File: config.mk
export PLATFORM = sky130hd
export DESIGN_NAME = read_ahead_window_controller
export DESIGN_NICKNAME = d
export VERILOG_FILES = /design/src/sv/rawc_pkg.sv /design/src/sv/rawc_ctrl.sv /design/src/sv/rawc_dpath.sv /design/src/sv/read_ahead_window_controller.sv
export VERILOG_INCLUDE_DIRS = /design/src /design/src/sv
export SDC_FILE = /design/constraint.sdc
export NUM_CORES = 2
export LEC_CHECK = 0
export BUFFER_PORTS_ARGS = -buffer_cell sky130_fd_sc_hd__buf_4
export CORE_MARGIN = 5
export CORE_UTILIZATION = 34
export CTS_BUF_LIST = sky130_fd_sc_hd__clkbuf_4 sky130_fd_sc_hd__clkbuf_8 sky130_fd_sc_hd__clkbuf_16
export DETAILED_ROUTE_END_ITERATION = 8
export GPL_ROUTABILITY_DRIVEN = 1
export MAX_ROUTING_LAYER = met4
export PLACE_DENSITY = 0.51
export SLEW_MARGIN = 10
export SYNTH_ARGS = -nofsm -noshare
export SYNTH_HDL_FRONTEND = slang
export SYNTH_SLANG_ARGS = --single-unit
File: constraint.sdc
create_clock -name clk -period 11.4 [get_ports clk]
set_input_delay 0.57 -clock clk [delete_from_list [all_inputs] [get_ports clk]]
set_output_delay 0.57 -clock clk [all_outputs]
set_load 0.005 [all_outputs]
File: src/sv/assert_macros.svh
// Assertion macros of the read-ahead window controller datapath.
// Synthesis builds define SYNTH, which empties every macro body.
`ifndef ASSERT_MACROS_SVH
`define ASSERT_MACROS_SVH

`ifndef SYNTH

`define RAWC_ALWAYS(lbl, ck, rs, expr) \
  lbl: assert property (@(posedge ck) disable iff (rs) (expr)) \
    else $error("%m: check failed");

`define RAWC_IMPLY(lbl, ck, rs, ante, cons) \
  lbl: assert property (@(posedge ck) disable iff (rs) (ante) |-> (cons)) \
    else $error("%m: check failed");

`define RAWC_NEXT(lbl, ck, rs, ante, cons) \
  lbl: assert property (@(posedge ck) disable iff (rs) (ante) |=> (cons)) \
    else $error("%m: check failed");

`else

`define RAWC_ALWAYS(lbl, ck, rs, expr)

`define RAWC_IMPLY(lbl, ck, rs, ante, cons)

`define RAWC_NEXT(lbl, ck, rs, ante, cons)

`endif

`endif

File: src/sv/rawc_pkg.sv
// Shared types and constants of the read-ahead window controller.
// No dependencies; used by rawc_ctrl, rawc_dpath and the top level.
`default_nettype none

package rawc_pkg;

  localparam int POS_W      = 40;
  localparam int LEN_W      = 21;
  localparam int CHUNK_LOG  = 16;
  localparam int SLOT_W     = 4;
  localparam int FILL_W     = 5;
  localparam int OFF_W      = 16;
  localparam int CMD_W      = 3;
  localparam int KIND_W     = 3;
  localparam int IN_DATA_W  = 144;
  localparam int OUT_DATA_W = 88;
  localparam int CFG_IDX_W  = 1;
  localparam int CFG_W      = 40;

  localparam logic [FILL_W-1:0] SLOTS       = 5'd16;
  localparam logic [LEN_W-1:0]  CHUNK_BYTES = 21'd65536;

  localparam logic [CFG_IDX_W-1:0] CFG_ENABLE = 1'd0;
  localparam logic [CFG_IDX_W-1:0] CFG_SPACE  = 1'd1;

  typedef enum logic [CMD_W-1:0] {
    CMD_READ, CMD_SEEK, CMD_SKIP, CMD_POLL, CMD_FILL
  } cmd_t;

  typedef enum logic [KIND_W-1:0] {
    KIND_SEGMENT, KIND_DIRECT, KIND_END, KIND_SEEK_DONE,
    KIND_FETCH, KIND_IDLE, KIND_FILL_OK, KIND_FILL_REJECT
  } kind_t;

  typedef enum logic [3:0] {
    S_IDLE, S_PREP, S_RLEN, S_RCHECK, S_SEG,
    S_CLAMP, S_DREL, S_DAPPLY, S_PPREP, S_EMIT
  } state_t;

  typedef enum logic [3:0] {
    OP_NONE, OP_CAPTURE, OP_PREP, OP_RLEN, OP_RCHECK, OP_SEG,
    OP_CLAMP, OP_DREL, OP_DAPPLY, OP_PPREP,
    OP_EMIT_READ, OP_EMIT_SEEK, OP_EMIT_POLL, OP_EMIT_FILL, OP_EMIT_IDLE
  } op_t;

  typedef struct packed {
    logic [CMD_W-1:0] cmd;
    logic             enable;
    logic             hit;
    logic             seg_last;
    logic             out_free;
  } status_t;

endpackage

`default_nettype wire

File: src/sv/rawc_ctrl.sv
// Sequencer of the read-ahead window controller: steps each item through
// its datapath operations. Depends on rawc_pkg.
`default_nettype none

module rawc_ctrl (
  input  wire logic             clk,
  input  wire logic             rst,
  input  wire logic             s_tvalid,
  output logic                  s_tready,
  input  wire rawc_pkg::status_t status,
  output rawc_pkg::op_t         op
);

  rawc_pkg::state_t state;
  rawc_pkg::state_t state_next;
  rawc_pkg::op_t    emit_op;

  always_ff @(posedge clk) begin
    if (rst) begin
      state <= rawc_pkg::S_IDLE;
    end else begin
      state <= state_next;
    end
  end

  always_comb begin
    case (status.cmd)
      rawc_pkg::CMD_READ: begin
        emit_op = rawc_pkg::OP_EMIT_READ;
      end
      rawc_pkg::CMD_SEEK, rawc_pkg::CMD_SKIP: begin
        emit_op = rawc_pkg::OP_EMIT_SEEK;
      end
      rawc_pkg::CMD_POLL: begin
        emit_op = status.enable ? rawc_pkg::OP_EMIT_POLL : rawc_pkg::OP_EMIT_IDLE;
      end
      rawc_pkg::CMD_FILL: begin
        emit_op = rawc_pkg::OP_EMIT_FILL;
      end
      default: begin
        emit_op = rawc_pkg::OP_EMIT_IDLE;
      end
    endcase
  end

  always_comb begin
    state_next = state;
    case (state)
      rawc_pkg::S_IDLE: begin
        if (s_tvalid) state_next = rawc_pkg::S_PREP;
      end
      rawc_pkg::S_PREP: begin
        case (status.cmd)
          rawc_pkg::CMD_READ: begin
            state_next = rawc_pkg::S_RLEN;
          end
          rawc_pkg::CMD_SEEK, rawc_pkg::CMD_SKIP: begin
            state_next = rawc_pkg::S_CLAMP;
          end
          rawc_pkg::CMD_POLL: begin
            state_next = status.enable ? rawc_pkg::S_DAPPLY : rawc_pkg::S_EMIT;
          end
          default: begin
            state_next = rawc_pkg::S_EMIT;
          end
        endcase
      end
      rawc_pkg::S_RLEN: begin
        state_next = rawc_pkg::S_RCHECK;
      end
      rawc_pkg::S_RCHECK: begin
        state_next = status.hit ? rawc_pkg::S_SEG : rawc_pkg::S_EMIT;
      end
      rawc_pkg::S_SEG: begin
        if (status.out_free && status.seg_last) state_next = rawc_pkg::S_IDLE;
      end
      rawc_pkg::S_CLAMP: begin
        state_next = rawc_pkg::S_DREL;
      end
      rawc_pkg::S_DREL: begin
        state_next = rawc_pkg::S_DAPPLY;
      end
      rawc_pkg::S_DAPPLY: begin
        state_next = (status.cmd == rawc_pkg::CMD_POLL) ? rawc_pkg::S_PPREP
                                                        : rawc_pkg::S_EMIT;
      end
      rawc_pkg::S_PPREP: begin
        state_next = rawc_pkg::S_EMIT;
      end
      rawc_pkg::S_EMIT: begin
        if (status.out_free) state_next = rawc_pkg::S_IDLE;
      end
      default: begin
        state_next = rawc_pkg::S_IDLE;
      end
    endcase
  end

  always_comb begin
    s_tready = 1'b0;
    op       = rawc_pkg::OP_NONE;
    case (state)
      rawc_pkg::S_IDLE: begin
        s_tready = 1'b1;
        if (s_tvalid) op = rawc_pkg::OP_CAPTURE;
      end
      rawc_pkg::S_PREP: begin
        op = rawc_pkg::OP_PREP;
      end
      rawc_pkg::S_RLEN: begin
        op = rawc_pkg::OP_RLEN;
      end
      rawc_pkg::S_RCHECK: begin
        op = rawc_pkg::OP_RCHECK;
      end
      rawc_pkg::S_SEG: begin
        if (status.out_free) op = rawc_pkg::OP_SEG;
      end
      rawc_pkg::S_CLAMP: begin
        op = rawc_pkg::OP_CLAMP;
      end
      rawc_pkg::S_DREL: begin
        op = rawc_pkg::OP_DREL;
      end
      rawc_pkg::S_DAPPLY: begin
        op = rawc_pkg::OP_DAPPLY;
      end
      rawc_pkg::S_PPREP: begin
        op = rawc_pkg::OP_PPREP;
      end
      rawc_pkg::S_EMIT: begin
        if (status.out_free) op = emit_op;
      end
      default: begin
        op = rawc_pkg::OP_NONE;
      end
    endcase
  end

endmodule

`default_nettype wire

File: src/sv/rawc_dpath.sv
// Datapath of the read-ahead window controller: window state, item fields,
// working registers and the result register. Depends on rawc_pkg and
// assert_macros.svh.
`default_nettype none

`include "assert_macros.svh"

module rawc_dpath (
  input  wire logic                             clk,
  input  wire logic                             rst,
  input  wire rawc_pkg::op_t                    op,
  output rawc_pkg::status_t                     status,
  input  wire logic [rawc_pkg::IN_DATA_W-1:0]   s_tdata,
  input  wire logic [rawc_pkg::CMD_W-1:0]       s_tuser,
  input  wire logic                             cfg_we,
  input  wire logic [rawc_pkg::CFG_IDX_W-1:0]   cfg_index,
  input  wire logic [rawc_pkg::CFG_W-1:0]       cfg_data,
  output logic                                  m_tvalid,
  input  wire logic                             m_tready,
  output logic [rawc_pkg::OUT_DATA_W-1:0]       m_tdata,
  output logic [rawc_pkg::KIND_W-1:0]           m_tuser,
  output logic                                  m_tlast
);

  // Window state and registers.
  logic [rawc_pkg::POS_W-1:0]  cursor;
  logic [rawc_pkg::POS_W-1:0]  base;
  logic [rawc_pkg::SLOT_W-1:0] head;
  logic [rawc_pkg::FILL_W-1:0] filled;
  logic                        en;
  logic [rawc_pkg::POS_W-1:0]  space;

  // Fields of the item at work.
  logic [rawc_pkg::CMD_W-1:0]  cmd;
  logic [rawc_pkg::LEN_W-1:0]  len;
  logic [rawc_pkg::POS_W-1:0]  target;
  logic [rawc_pkg::POS_W:0]    delta;
  logic [rawc_pkg::POS_W-1:0]  fpos;
  logic                        fok;

  // Working registers.
  logic [rawc_pkg::POS_W:0]    rel;
  logic [rawc_pkg::POS_W-1:0]  rem;
  logic                        at_end;
  logic [rawc_pkg::POS_W:0]    tgt;
  logic                        fill_match;
  logic [rawc_pkg::LEN_W-1:0]  len_c;
  logic [rawc_pkg::OFF_W-1:0]  seg_off;
  logic [rawc_pkg::SLOT_W-1:0] seg_slot;
  logic [rawc_pkg::POS_W:0]    ppos;

  // Result register.
  logic                        o_valid;
  logic [rawc_pkg::KIND_W-1:0] o_kind;
  logic [rawc_pkg::SLOT_W-1:0] o_slot;
  logic [rawc_pkg::OFF_W-1:0]  o_off;
  logic [rawc_pkg::POS_W-1:0]  o_pos;
  logic [rawc_pkg::LEN_W-1:0]  o_cnt;
  logic                        o_last;

  logic [rawc_pkg::POS_W-1:0]  cursor_floor;
  logic [rawc_pkg::POS_W:0]    rel_now;
  logic [rawc_pkg::POS_W+1:0]  skip_sum;
  logic [rawc_pkg::POS_W:0]    window_end;
  logic [rawc_pkg::POS_W:0]    hit_sum;
  logic                        hit_now;
  logic [rawc_pkg::LEN_W-1:0]  seg_room;
  logic [rawc_pkg::LEN_W-1:0]  take;
  logic                        seg_last;
  logic [rawc_pkg::POS_W-17:0] used_chunks;
  logic [rawc_pkg::FILL_W-1:0] drop_n;
  logic [rawc_pkg::FILL_W-1:0] fill_left;
  logic [rawc_pkg::POS_W+1:0]  poll_gap;
  logic                        can_fetch;
  logic [rawc_pkg::LEN_W-1:0]  want;
  logic                        fill_ok;
  logic                        is_emit;
  logic                        out_free;

  rawc_pkg::kind_t             e_kind;
  logic [rawc_pkg::SLOT_W-1:0] e_slot;
  logic [rawc_pkg::OFF_W-1:0]  e_off;
  logic [rawc_pkg::POS_W-1:0]  e_pos;
  logic [rawc_pkg::LEN_W-1:0]  e_cnt;
  logic                        e_last;

  always_comb begin
    cursor_floor = {cursor[rawc_pkg::POS_W-1:rawc_pkg::CHUNK_LOG],
                    {rawc_pkg::CHUNK_LOG{1'b0}}};
    rel_now      = {1'b0, cursor} - {1'b0, base};
    skip_sum     = {2'b00, cursor} + {delta[rawc_pkg::POS_W], delta};
    window_end   = {20'd0, filled, {rawc_pkg::CHUNK_LOG{1'b0}}};
    hit_sum      = rel + {20'd0, len_c};
    hit_now      = !at_end && (len_c != '0) && en && (filled != '0) &&
                   !rel[rawc_pkg::POS_W] && (hit_sum <= window_end);
    seg_room     = rawc_pkg::CHUNK_BYTES - {5'd0, seg_off};
    take         = (seg_room < len_c) ? seg_room : len_c;
    seg_last     = (take == len_c);
    used_chunks  = rel[rawc_pkg::POS_W-1:rawc_pkg::CHUNK_LOG];
    drop_n       = (used_chunks >= {19'd0, filled}) ? filled : used_chunks[4:0];
    fill_left    = filled - drop_n;
    poll_gap     = {2'b00, space} - {1'b0, ppos};
    can_fetch    = (filled < rawc_pkg::SLOTS) && !poll_gap[rawc_pkg::POS_W+1] &&
                   (poll_gap != '0);
    want         = (poll_gap >= {21'd0, rawc_pkg::CHUNK_BYTES}) ? rawc_pkg::CHUNK_BYTES
                                                             : poll_gap[20:0];
    fill_ok      = fok && en && (filled < rawc_pkg::SLOTS) && fill_match;
    out_free     = !o_valid || m_tready;
  end

  always_comb begin
    is_emit = 1'b1;
    e_kind  = rawc_pkg::KIND_IDLE;
    e_slot  = '0;
    e_off   = '0;
    e_pos   = '0;
    e_cnt   = '0;
    e_last  = 1'b1;
    case (op)
      rawc_pkg::OP_SEG: begin
        e_kind = rawc_pkg::KIND_SEGMENT;
        e_slot = seg_slot;
        e_off  = seg_off;
        e_pos  = cursor;
        e_cnt  = take;
        e_last = seg_last;
      end
      rawc_pkg::OP_EMIT_READ: begin
        e_pos = cursor;
        if (at_end) begin
          e_kind = rawc_pkg::KIND_END;
        end else begin
          e_kind = rawc_pkg::KIND_DIRECT;
          e_cnt  = len_c;
        end
      end
      rawc_pkg::OP_EMIT_SEEK: begin
        e_kind = rawc_pkg::KIND_SEEK_DONE;
        e_pos  = cursor;
      end
      rawc_pkg::OP_EMIT_POLL: begin
        if (can_fetch) begin
          e_kind = rawc_pkg::KIND_FETCH;
          e_slot = head + filled[rawc_pkg::SLOT_W-1:0];
          e_pos  = ppos[rawc_pkg::POS_W-1:0];
          e_cnt  = want;
        end
      end
      rawc_pkg::OP_EMIT_FILL: begin
        e_kind = fill_ok ? rawc_pkg::KIND_FILL_OK : rawc_pkg::KIND_FILL_REJECT;
        e_pos  = fpos;
      end
      rawc_pkg::OP_EMIT_IDLE: begin
        e_kind = rawc_pkg::KIND_IDLE;
      end
      default: begin
        is_emit = 1'b0;
      end
    endcase
  end

  always_ff @(posedge clk) begin
    if (rst) begin
      cursor <= '0;
      base   <= '0;
      head   <= '0;
      filled <= '0;
      en     <= 1'b0;
      space  <= '0;
    end else begin
      if (cfg_we) begin
        case (cfg_index)
          rawc_pkg::CFG_ENABLE: begin
            en <= cfg_data[0];
            if (!cfg_data[0]) begin
              filled <= '0;
              head   <= '0;
              base   <= cursor_floor;
            end
          end
          rawc_pkg::CFG_SPACE: begin
            space <= cfg_data;
          end
          default: begin
          end
        endcase
      end
      case (op)
        rawc_pkg::OP_SEG: begin
          cursor <= cursor + {19'd0, take};
        end
        rawc_pkg::OP_EMIT_READ: begin
          if (!at_end) cursor <= cursor + {19'd0, len_c};
        end
        rawc_pkg::OP_CLAMP: begin
          cursor <= (tgt > {1'b0, space}) ? space : tgt[rawc_pkg::POS_W-1:0];
        end
        rawc_pkg::OP_DAPPLY: begin
          if (rel[rawc_pkg::POS_W]) begin
            base   <= cursor_floor;
            head   <= '0;
            filled <= '0;
          end else begin
            filled <= fill_left;
            head   <= head + drop_n[rawc_pkg::SLOT_W-1:0];
            base   <= (fill_left == '0) ? cursor_floor
                    : base + {19'd0, drop_n, {rawc_pkg::CHUNK_LOG{1'b0}}};
          end
        end
        rawc_pkg::OP_EMIT_FILL: begin
          if (fill_ok) filled <= filled + 5'd1;
        end
        default: begin
        end
      endcase
    end
  end

  always_ff @(posedge clk) begin
    case (op)
      rawc_pkg::OP_CAPTURE: begin
        cmd    <= s_tuser;
        len    <= s_tdata[20:0];
        target <= s_tdata[60:21];
        delta  <= s_tdata[101:61];
        fpos   <= s_tdata[141:102];
        fok    <= s_tdata[142];
      end
      rawc_pkg::OP_PREP: begin
        rel        <= rel_now;
        at_end     <= (cursor >= space);
        rem        <= space - cursor;
        tgt        <= (cmd == rawc_pkg::CMD_SEEK) ? {1'b0, target}
                    : (skip_sum[rawc_pkg::POS_W+1] ? '0 : skip_sum[rawc_pkg::POS_W:0]);
        fill_match <= ({1'b0, base} + window_end) == {1'b0, fpos};
      end
      rawc_pkg::OP_DREL: begin
        rel <= rel_now;
      end
      rawc_pkg::OP_RLEN: begin
        len_c <= ({19'd0, len} > rem) ? rem[20:0] : len;
      end
      rawc_pkg::OP_RCHECK: begin
        seg_off  <= rel[rawc_pkg::OFF_W-1:0];
        seg_slot <= head + rel[rawc_pkg::CHUNK_LOG+rawc_pkg::SLOT_W-1:rawc_pkg::CHUNK_LOG];
      end
      rawc_pkg::OP_SEG: begin
        len_c    <= len_c - take;
        seg_off  <= '0;
        seg_slot <= seg_slot + 4'd1;
      end
      rawc_pkg::OP_PPREP: begin
        ppos <= {1'b0, base} + window_end;
      end
      default: begin
      end
    endcase
  end

  always_ff @(posedge clk) begin
    if (rst) begin
      o_valid <= 1'b0;
    end else if (is_emit) begin
      o_valid <= 1'b1;
    end else if (m_tready) begin
      o_valid <= 1'b0;
    end
  end

  always_ff @(posedge clk) begin
    if (is_emit) begin
      o_kind <= e_kind;
      o_slot <= e_slot;
      o_off  <= e_off;
      o_pos  <= e_pos;
      o_cnt  <= e_cnt;
      o_last <= e_last;
    end
  end

  always_comb begin
    status.cmd      = cmd;
    status.enable   = en;
    status.hit      = hit_now;
    status.seg_last = seg_last;
    status.out_free = out_free;
    m_tvalid        = o_valid;
    m_tdata         = {7'd0, o_cnt, o_pos, o_off, o_slot};
    m_tuser         = o_kind;
    m_tlast         = o_last;
  end

  `RAWC_ALWAYS(a_filled_bound, clk, rst, filled <= rawc_pkg::SLOTS)
  `RAWC_ALWAYS(a_base_aligned, clk, rst, base[rawc_pkg::CHUNK_LOG-1:0] == '0)
  `RAWC_IMPLY(a_emit_has_room, clk, rst, is_emit, !o_valid || m_tready)
  `RAWC_NEXT(a_fill_counts, clk, rst, (op == rawc_pkg::OP_EMIT_FILL) && fill_ok && !cfg_we, filled == $past(filled) + 5'd1)

endmodule

`default_nettype wire

File: src/sv/read_ahead_window_controller.sv
// Top level of the read-ahead window controller: sequencer and datapath.
// Depends on rawc_pkg, rawc_ctrl and rawc_dpath.
//
//   port group   dir   role                tdata (low bit up)                  tuser
//   s_*          in    command items       length, target, skip, fetched pos,  command
//                                          fetch ok
//   m_*          out   result items        slot, chunk offset, position,       result kind
//                                          byte count (tlast = final result)
//   cfg_*        in    register writes     index 0 enable, index 1 space size
//
// An item is taken in the idle state and then runs through the datapath
// sequence: a fill completion or unknown command through prep and emit; a poll
// through prep, retire, fetch prep and emit (prep and emit with read-ahead off);
// a read through prep, length clamp and hit check, then its segments on a hit or
// one result; a seek or skip through prep, clamp, relative position, retire and
// emit. Each result waits until the output register is free. Synchronous reset
// clears the cursor, window and registers; no clearing pass follows. Register
// writes must come only while the block is idle; the block leaves this to the user.
`default_nettype none

module read_ahead_window_controller (
  input  wire logic                             clk,
  input  wire logic                             rst,
  input  wire logic                             s_tvalid,
  output logic                                  s_tready,
  // request_length[20:0], target_position[60:21], skip_delta[101:61],
  // fetched_position[141:102], fetch_complete_ok[142], zero pad[143]
  input  wire logic [rawc_pkg::IN_DATA_W-1:0]   s_tdata,
  // command[2:0]
  input  wire logic [rawc_pkg::CMD_W-1:0]       s_tuser,
  output logic                                  m_tvalid,
  input  wire logic                             m_tready,
  // slot_index[3:0], chunk_offset[19:4], byte_position[59:20],
  // byte_count[80:60], zero pad[87:81]
  output logic [rawc_pkg::OUT_DATA_W-1:0]       m_tdata,
  // result_kind[2:0]
  output logic [rawc_pkg::KIND_W-1:0]           m_tuser,
  output logic                                  m_tlast,
  input  wire logic                             cfg_we,
  input  wire logic [rawc_pkg::CFG_IDX_W-1:0]   cfg_index,
  input  wire logic [rawc_pkg::CFG_W-1:0]       cfg_data
);

  rawc_pkg::op_t     op;
  rawc_pkg::status_t status;

  rawc_ctrl u_ctrl (
    .clk      (clk),
    .rst      (rst),
    .s_tvalid (s_tvalid),
    .s_tready (s_tready),
    .status   (status),
    .op       (op)
  );

  rawc_dpath u_dpath (
    .clk       (clk),
    .rst       (rst),
    .op        (op),
    .status    (status),
    .s_tdata   (s_tdata),
    .s_tuser   (s_tuser),
    .cfg_we    (cfg_we),
    .cfg_index (cfg_index),
    .cfg_data  (cfg_data),
    .m_tvalid  (m_tvalid),
    .m_tready  (m_tready),
    .m_tdata   (m_tdata),
    .m_tuser   (m_tuser),
    .m_tlast   (m_tlast)
  );

endmodule

`default_nettype wire

# After elaboration in Yosys (flattened, before gate mapping)
# Cells that the tools add are included.
[op_classes]
addsub = 17
order_cmp = 8
eq_ne = 35
n_mux = 58
bitwise = 1
n_reduce_logical = 37
[ops]
columns = ["operator", "count"]
rows = [
  ["two-way mux 40 bit", 11],
  ["case mux 40 bit (3 select lines)", 2],
  ["adder 40 x 21 -> 40 bit", 3],
  ["two-way mux 21 bit", 5],
  ["case mux 4 bit (10 select lines)", 2],
  ["case mux 21 bit (3 select lines)", 1],
  ["two-way mux 4 bit", 12],
  ["adder 41 x 41 -> 42 bit", 1],
  [">= comparator 42 x 17 -> 1 bit, second input constant", 1],
  ["case mux 21 bit (2 select lines)", 1],
  ["nonzero test 42 bit", 1],
  ["subtractor 40 x 41 -> 42 bit", 1],
  ["adder 40 x 21 -> 41 bit", 1],
  ["adder 41 x 21 -> 41 bit", 1],
  ["== test 41 x 40 -> 1 bit", 1],
  ["greater-than comparator 41 x 40 -> 1 bit", 1],
  ["less-or-equal comparator 41 x 21 -> 1 bit", 1],
  ["subtractor 40 x 40 -> 41 bit", 1],
  [">= comparator 40 bit", 1],
  ["greater-than comparator 21 x 40 -> 1 bit", 1],
  ["subtractor 40 bit", 1],
  ["== test 4 bit, second input constant", 9],
  ["== test 4 x 3 -> 1 bit, second input constant", 8],
  ["case mux 16 bit (2 select lines)", 1],
  ["42 further kinds", 88],
]
[word_totals]
register_bits = 572
inputBits = 193
out_inout_bits = 94
wordCells = 186

# Depth between registers and ports, before layout
[logic_depth]
ltp_word = 9
ltp_mapped = 30
depth_no_buf = 28

# Cells and area by module
# Synthesis repeated with hierarchy kept, for this count alone.
[hier_totals]
hier_cells = 3802
hier_area_um2 = 35964.5
[modules_own_cells]
columns = ["mod", "instances", "cells_each", "area_each_um2", "seq_area_each_um2"]
rows = [
  ["rawc_dpath", 1, 3730, 35494.0, 14944.3],
  ["rawc_ctrl", 1, 72, 470.5, 80.1],
]

# Worst setup path before layout
# No wires, ideal clock.
[synth_path]
kind = "register to register"
startpoint = "register u_ctrl.state[3]"
endpoint = "register u_ctrl.state[0]"
t_arrival_ns = 7.550
required_time_ns = 11.330
slack_ns = 3.780
stages_incl_launch_ff = 9
path_cell_list = "dfxtp_1 clkbuf_1 buf_1 nor3_1 o22a_1 o221ai_1 a21oi_1 nor3_1 a21oi_1"
[synth_via]
elab_chain_len = 3
elab_cells_between_ends = 15
cone_classes = "12 x eq/ne; 1 x mux; 2 x reduce/logical"
[synth_lines]
columns = ["element", "line", "rtl"]
rows = [
  ["start: declaration", "rawc_ctrl.sv:14", "rawc_pkg::state_t state;"],
  ["start signal: assignment", "rawc_ctrl.sv:20", "state <= rawc_pkg::S_IDLE;"],
  ["start signal: assignment", "rawc_ctrl.sv:22", "state <= state_next;"],
  ["== test 4 bit, or another cell as far along", "rawc_ctrl.sv:48", "case (state)"],
  ["inequality test 2 x 1 -> 1 bit (no line) or inequality test 2 bit (tied branches)", "--", ""],
  ["AND reduction 3 bit (no line)", "--", ""],
]
# Several ways; a longest one is shown, not always the timed one.
# A chain may end at the register's enable or synchronous reset.

# Worst setup path after layout
[layout_path]
startpoint = "register u_dpath.seg_off[5] in the netlist's numbering"
endpoint = "register u_dpath.cursor[36] in the netlist's numbering"
[layout_via]
elab_chain_len = 5
[layout_lines]
columns = ["element", "line", "rtl"]
rows = [
  ["start: declaration", "rawc_dpath.sv:48", "logic [rawc_pkg::OFF_W-1:0] seg_off;"],
  ["start signal: assignment", "rawc_dpath.sv:244", "seg_off <= rel[rawc_pkg::OFF_W-1:0];"],
  ["subtractor 17 x 16 -> 18 bit (*)", "rawc_dpath.sv:96", "seg_room = rawc_pkg::CHUNK_BYTES - {5'd0, seg_off};"],
  ["< comparator 21 bit", "rawc_dpath.sv:97", "take = (seg_room < len_c) ? seg_room : len_c;"],
  ["two-way mux 21 bit (*)", "rawc_dpath.sv:97", ""],
  ["adder 40 x 21 -> 40 bit (*)", "rawc_dpath.sv:190", "cursor <= cursor + {19'd0, take};"],
  ["case mux 40 bit (3 select lines) (*)", "rawc_dpath.sv:188", "case (op)"],
  ["end signal: assignment", "rawc_dpath.sv:190", ""],
  ["end signal: assignment", "rawc_dpath.sv:193", "if (!at_end) cursor <= cursor + {19'd0, len_c};"],
  ["end signal: assignment", "rawc_dpath.sv:196", "cursor <= (tgt > {1'b0, space}) ? space : tgt[rawc_pkg::POS_W-1:0];"],
  ["end: declaration", "rawc_dpath.sv:26", "logic [rawc_pkg::POS_W-1:0] cursor;"],
]
# Mark *: on every way between the ends. The rest lies on a longest branch, timed or not.

==> results.sh <==
export IMPL_status="finished clean"
export IMPL_stdcell_count=5494
export IMPL_swShare=0.359
export IMPL_core_area_mm2=0.107
export IMPL_yosysSeqAreaShare=0.412
export IMPL_routed_wl_mm=131
export IMPL_dieArea_mm2=0.114
export IMPL_drv_cap=0
export IMPL_criticalPathCategory="flop to flop"
export IMPL_end_kind="flop"
export IMPL_timing_hold_ws_ns=0.0832
export IMPL_start_util=0.342
export IMPL_seqPwrFrac=0.379
export IMPL_pre_cts_ws_ns=4.52
export IMPL_drive_above_1_share=0.131
export IMPL_drt_pass1_iterations=6
export IMPL_area_growth_pct=16.5
export IMPL_clkTransAtPathRegs_ns=0.06
export IMPL_finalHoldViolCount=0
export IMPL_worstPathRequired_ns=11.95
export IMPL_cts_buffers=70
export IMPL_vias_per_cell=5.54
export IMPL_hpwl_mm=103
export IMPL_fillers=10600
export IMPL_crit_slowest_cell="edfxtp_1"
export IMPL_gp_congestion=0.937
export IMPL_mostFrequentLayoutCells="edfxtp_1, nand2_1, buf_4"
export IMPL_crit_buf_inv=1
export IMPL_insertion_delay_ns=0.66
export IMPL_ys_types=87
export IMPL_dpl_cell_count=5365
export IMPL_drtAntennaViolNets=0
export IMPL_setup_tns_final_ns=0
export IMPL_drv_slew=0
export IMPL_utilization=0.398
export IMPL_critPathMaxFanout=20
export IMPL_drtIter0Drc=2508
export IMPL_ctsResizeCount=0
export IMPL_final_nets=4543
export IMPL_synth_flop_cell="edfxtp_1"
export IMPL_grt_overflow_total=0
export IMPL_htreeDepth=3
export IMPL_clockRootBuffer="clkbuf_16"
export IMPL_ir_drop_mv=0.109
export IMPL_final_setup_worst_slack_ns=4.43
export IMPL_worst_path_largest_cell_delay_ns=0.47
export IMPL_rsz0062_at_grt="false"
export IMPL_syn_area_mm2=0.0365
export IMPL_track_usage=0.230
export IMPL_power_internal_mw=5.07
export IMPL_cts_buffer_depth=3
export IMPL_clkSinkCount=540
export IMPL_power_leakage_nw=16.8
export IMPL_antenna_found_initial=5
export IMPL_power_density_mw_per_mm2=186
export IMPL_ios=287
export IMPL_rrSetupSlack_ns=4.43
export IMPL_switching_power_mw=2.84
export IMPL_fmax_mhz=144
export IMPL_worst_r2r_cell_count=25
export IMPL_rows=120
export IMPL_hold_class="primary input to flop"
export IMPL_die_w_um=338
export IMPL_tightest_slew_ns=1.16
export IMPL_path_delay_family="simple AND/OR/NAND/NOR gates"
export IMPL_pwr_share_clk=0.288
export IMPL_avgSynthCellArea_um2=9.62
export IMPL_ys_warn_count=0
export IMPL_fin_crit_sh=0.611
export IMPL_setup_viol=0
export IMPL_die_height_um=338
export IMPL_hold_path_depth=1
export IMPL_cp_depth=25
export IMPL_grt_pass1_wl_mm=191
export IMPL_synth_edf_count=421
export IMPL_worst_ep_arrival_time_ns=7.52
export IMPL_grt_pass1_vias=29100
export IMPL_worst_setup_path_start_kind="flop"
export IMPL_ys_async_sr_fraction=0
export IMPL_pwr_share_comb=0.333
export IMPL_ys_ff_latch=540
export IMPL_postCtsSetupRepairBufs=0
export IMPL_grt_max_degree=70
export IMPL_dr_total_vias=30400
export IMPL_drcViolationCount=0
export IMPL_period_needed_ns=6.97
export IMPL_postSynthCellCount=3792
export IMPL_cts_tree="done"
export IMPL_layout_commonest_cell="edfxtp_1"
export IMPL_io_buffers=278
export IMPL_slew_limit_headroom=0.228
export IMPL_finClkSkew_ns=0.0280
export IMPL_wl_per_cell_um=23.9
export IMPL_postCtsHoldBufs=0
-- per-stage QoR --
stage / power [mW] / cell area, um2
2_1_floorplan: 4.76 / 36500
3_3_place_gp: 5.64 / 40100
3_5_place_dp: 5.64 / 40100
4_1_cts: 7.96 / 42500
5_1_grt: 8.35 / 42500
6_report: 7.92 / 42500
-- cell usage after synthesis (all sizes together) (35+ instances only) --
master | instances | share of area
a211oi | 41 | 0.0084
a21o | 105 | 0.022
a21oi | 289 | 0.040
a22o | 47 | 0.011
a31oi | 42 | 0.0072
and2 | 53 | 0.0091
clkbuf | 132 | 0.014
dfxtp | 119 | 0.065
edfxtp | 421 | 0.35
ha | 305 | 0.10
inv | 253 | 0.026
mux2 | 42 | 0.013
mux2i | 68 | 0.019
nand2 | 327 | 0.034
nand2b | 35 | 0.0060
nand3 | 92 | 0.013
nand4 | 74 | 0.013
nor2 | 253 | 0.026
nor2b | 43 | 0.0074
nor3 | 86 | 0.012
nor4 | 56 | 0.010
o21a | 37 | 0.0076
o21ai | 178 | 0.024
xnor2 | 168 | 0.040
xor2 | 80 | 0.019
-- worst reg2reg max path: stages, from the launching register on --
cell	delay [ns]
edfxtp_1	0.47
nor4_1	0.40
nand2_1	0.17
nor3_1	0.41
nand3b_1	0.16
xor2_1	0.21
ha_1	0.33
nand4_1	0.12
nor4_1	0.23
o211ai_1	0.15
o211ai_1	0.12
buf_4	0.34
or2_2	0.43
o21ai_0	0.36
ha_1	0.33
fa_1	0.42
a21oi_1	0.20
nand4b_1	0.20
a311oi_1	0.18
nor3_1	0.41
nor2_1	0.12
o2111ai_1	0.33
nand2_1	0.28
nand4_1	0.21
xnor2_1	0.09
a211oi_1	0.23
-- sequential cells by signal, indices dropped and copies added, names as in the netlist, 5 cells and up --
signal,cells
u_dpath.rel,41
u_dpath.cursor,40
u_dpath.delta,41
u_dpath.o_off,16
u_dpath.tgt,41
u_dpath.len,21
u_dpath.filled,5
u_dpath.base,24
u_dpath.target,40
u_dpath.o_cnt,21
u_dpath.seg_off,16
u_dpath.fpos,40
u_dpath.len_c,21
u_dpath.rem,40
u_dpath.ppos,25
u_dpath.space,40
u_dpath.o_pos,40
-- kinds of logic (layout without fill, tap and decap cells) --
family                   Yosys count  in the layout  share of synthesized area
buffers and inverters            408            697                     0.0435
AO/OA/AOI/OAI                   1014           1014                      0.186
flip-flops                       540            540                      0.412
other                              2             12                   0.000206
adder cells (fa/ha/maj)          316            316                      0.111
XOR/XNOR                         248            248                     0.0596
multiplexers                     110            110                     0.0316
AND/OR/NAND/NOR                 1154           1154                      0.156
-- layer usage --
| layer | track usage | vias to the layer above | routed length (um) |
|---|---|---|---|
| li1 | - | 14600 | - |
| met1 | 0.323 | 14600 | 60800 |
| met2 | 0.354 | 1042 | 58900 |
| met3 | 0.0284 | 163 | 7930 |
| met4 | 0.0608 | 0 | 3670 |
| met5 | - | - | 0 |
-- power groups by stage --
stage          Sequential (mW)  Combinational (mW)  Clock (mW)
6_report                  3.00                2.64        2.28
5_1_grt                   3.03                2.91        2.41
4_1_cts                   3.00                2.62        2.34
3_5_place_dp              3.04                2.61           0
3_3_place_gp              3.04                2.61           0
2_1_floorplan             2.88                1.89           0
-- layout make-up --
type | count | area (um2) | area share
inverter | 254 | 953 | 0.0225
clock buffer | 85 | 1920 | 0.0453
multi-input combinational | 2853 | 20000 | 0.471
clock inverter | 43 | 455 | 0.0107
timing repair buffer | 315 | 2360 | 0.0557
tap | 1403 | 1760 | 0.0413
sequential | 540 | 15000 | 0.354
antenna | 1 | 2.50 | 0.0000589
-- final timing paths --
kind                      start                 end
max          u_dpath.seg_off[5]  u_dpath.cursor[36]
min                 s_tdata[21]   u_dpath.target[0]
max reg2reg  u_dpath.seg_off[5]  u_dpath.cursor[36]
min reg2reg    u_dpath.base[39]    u_dpath.base[39]
Note: power is estimated with default switching activity, not from simulation.
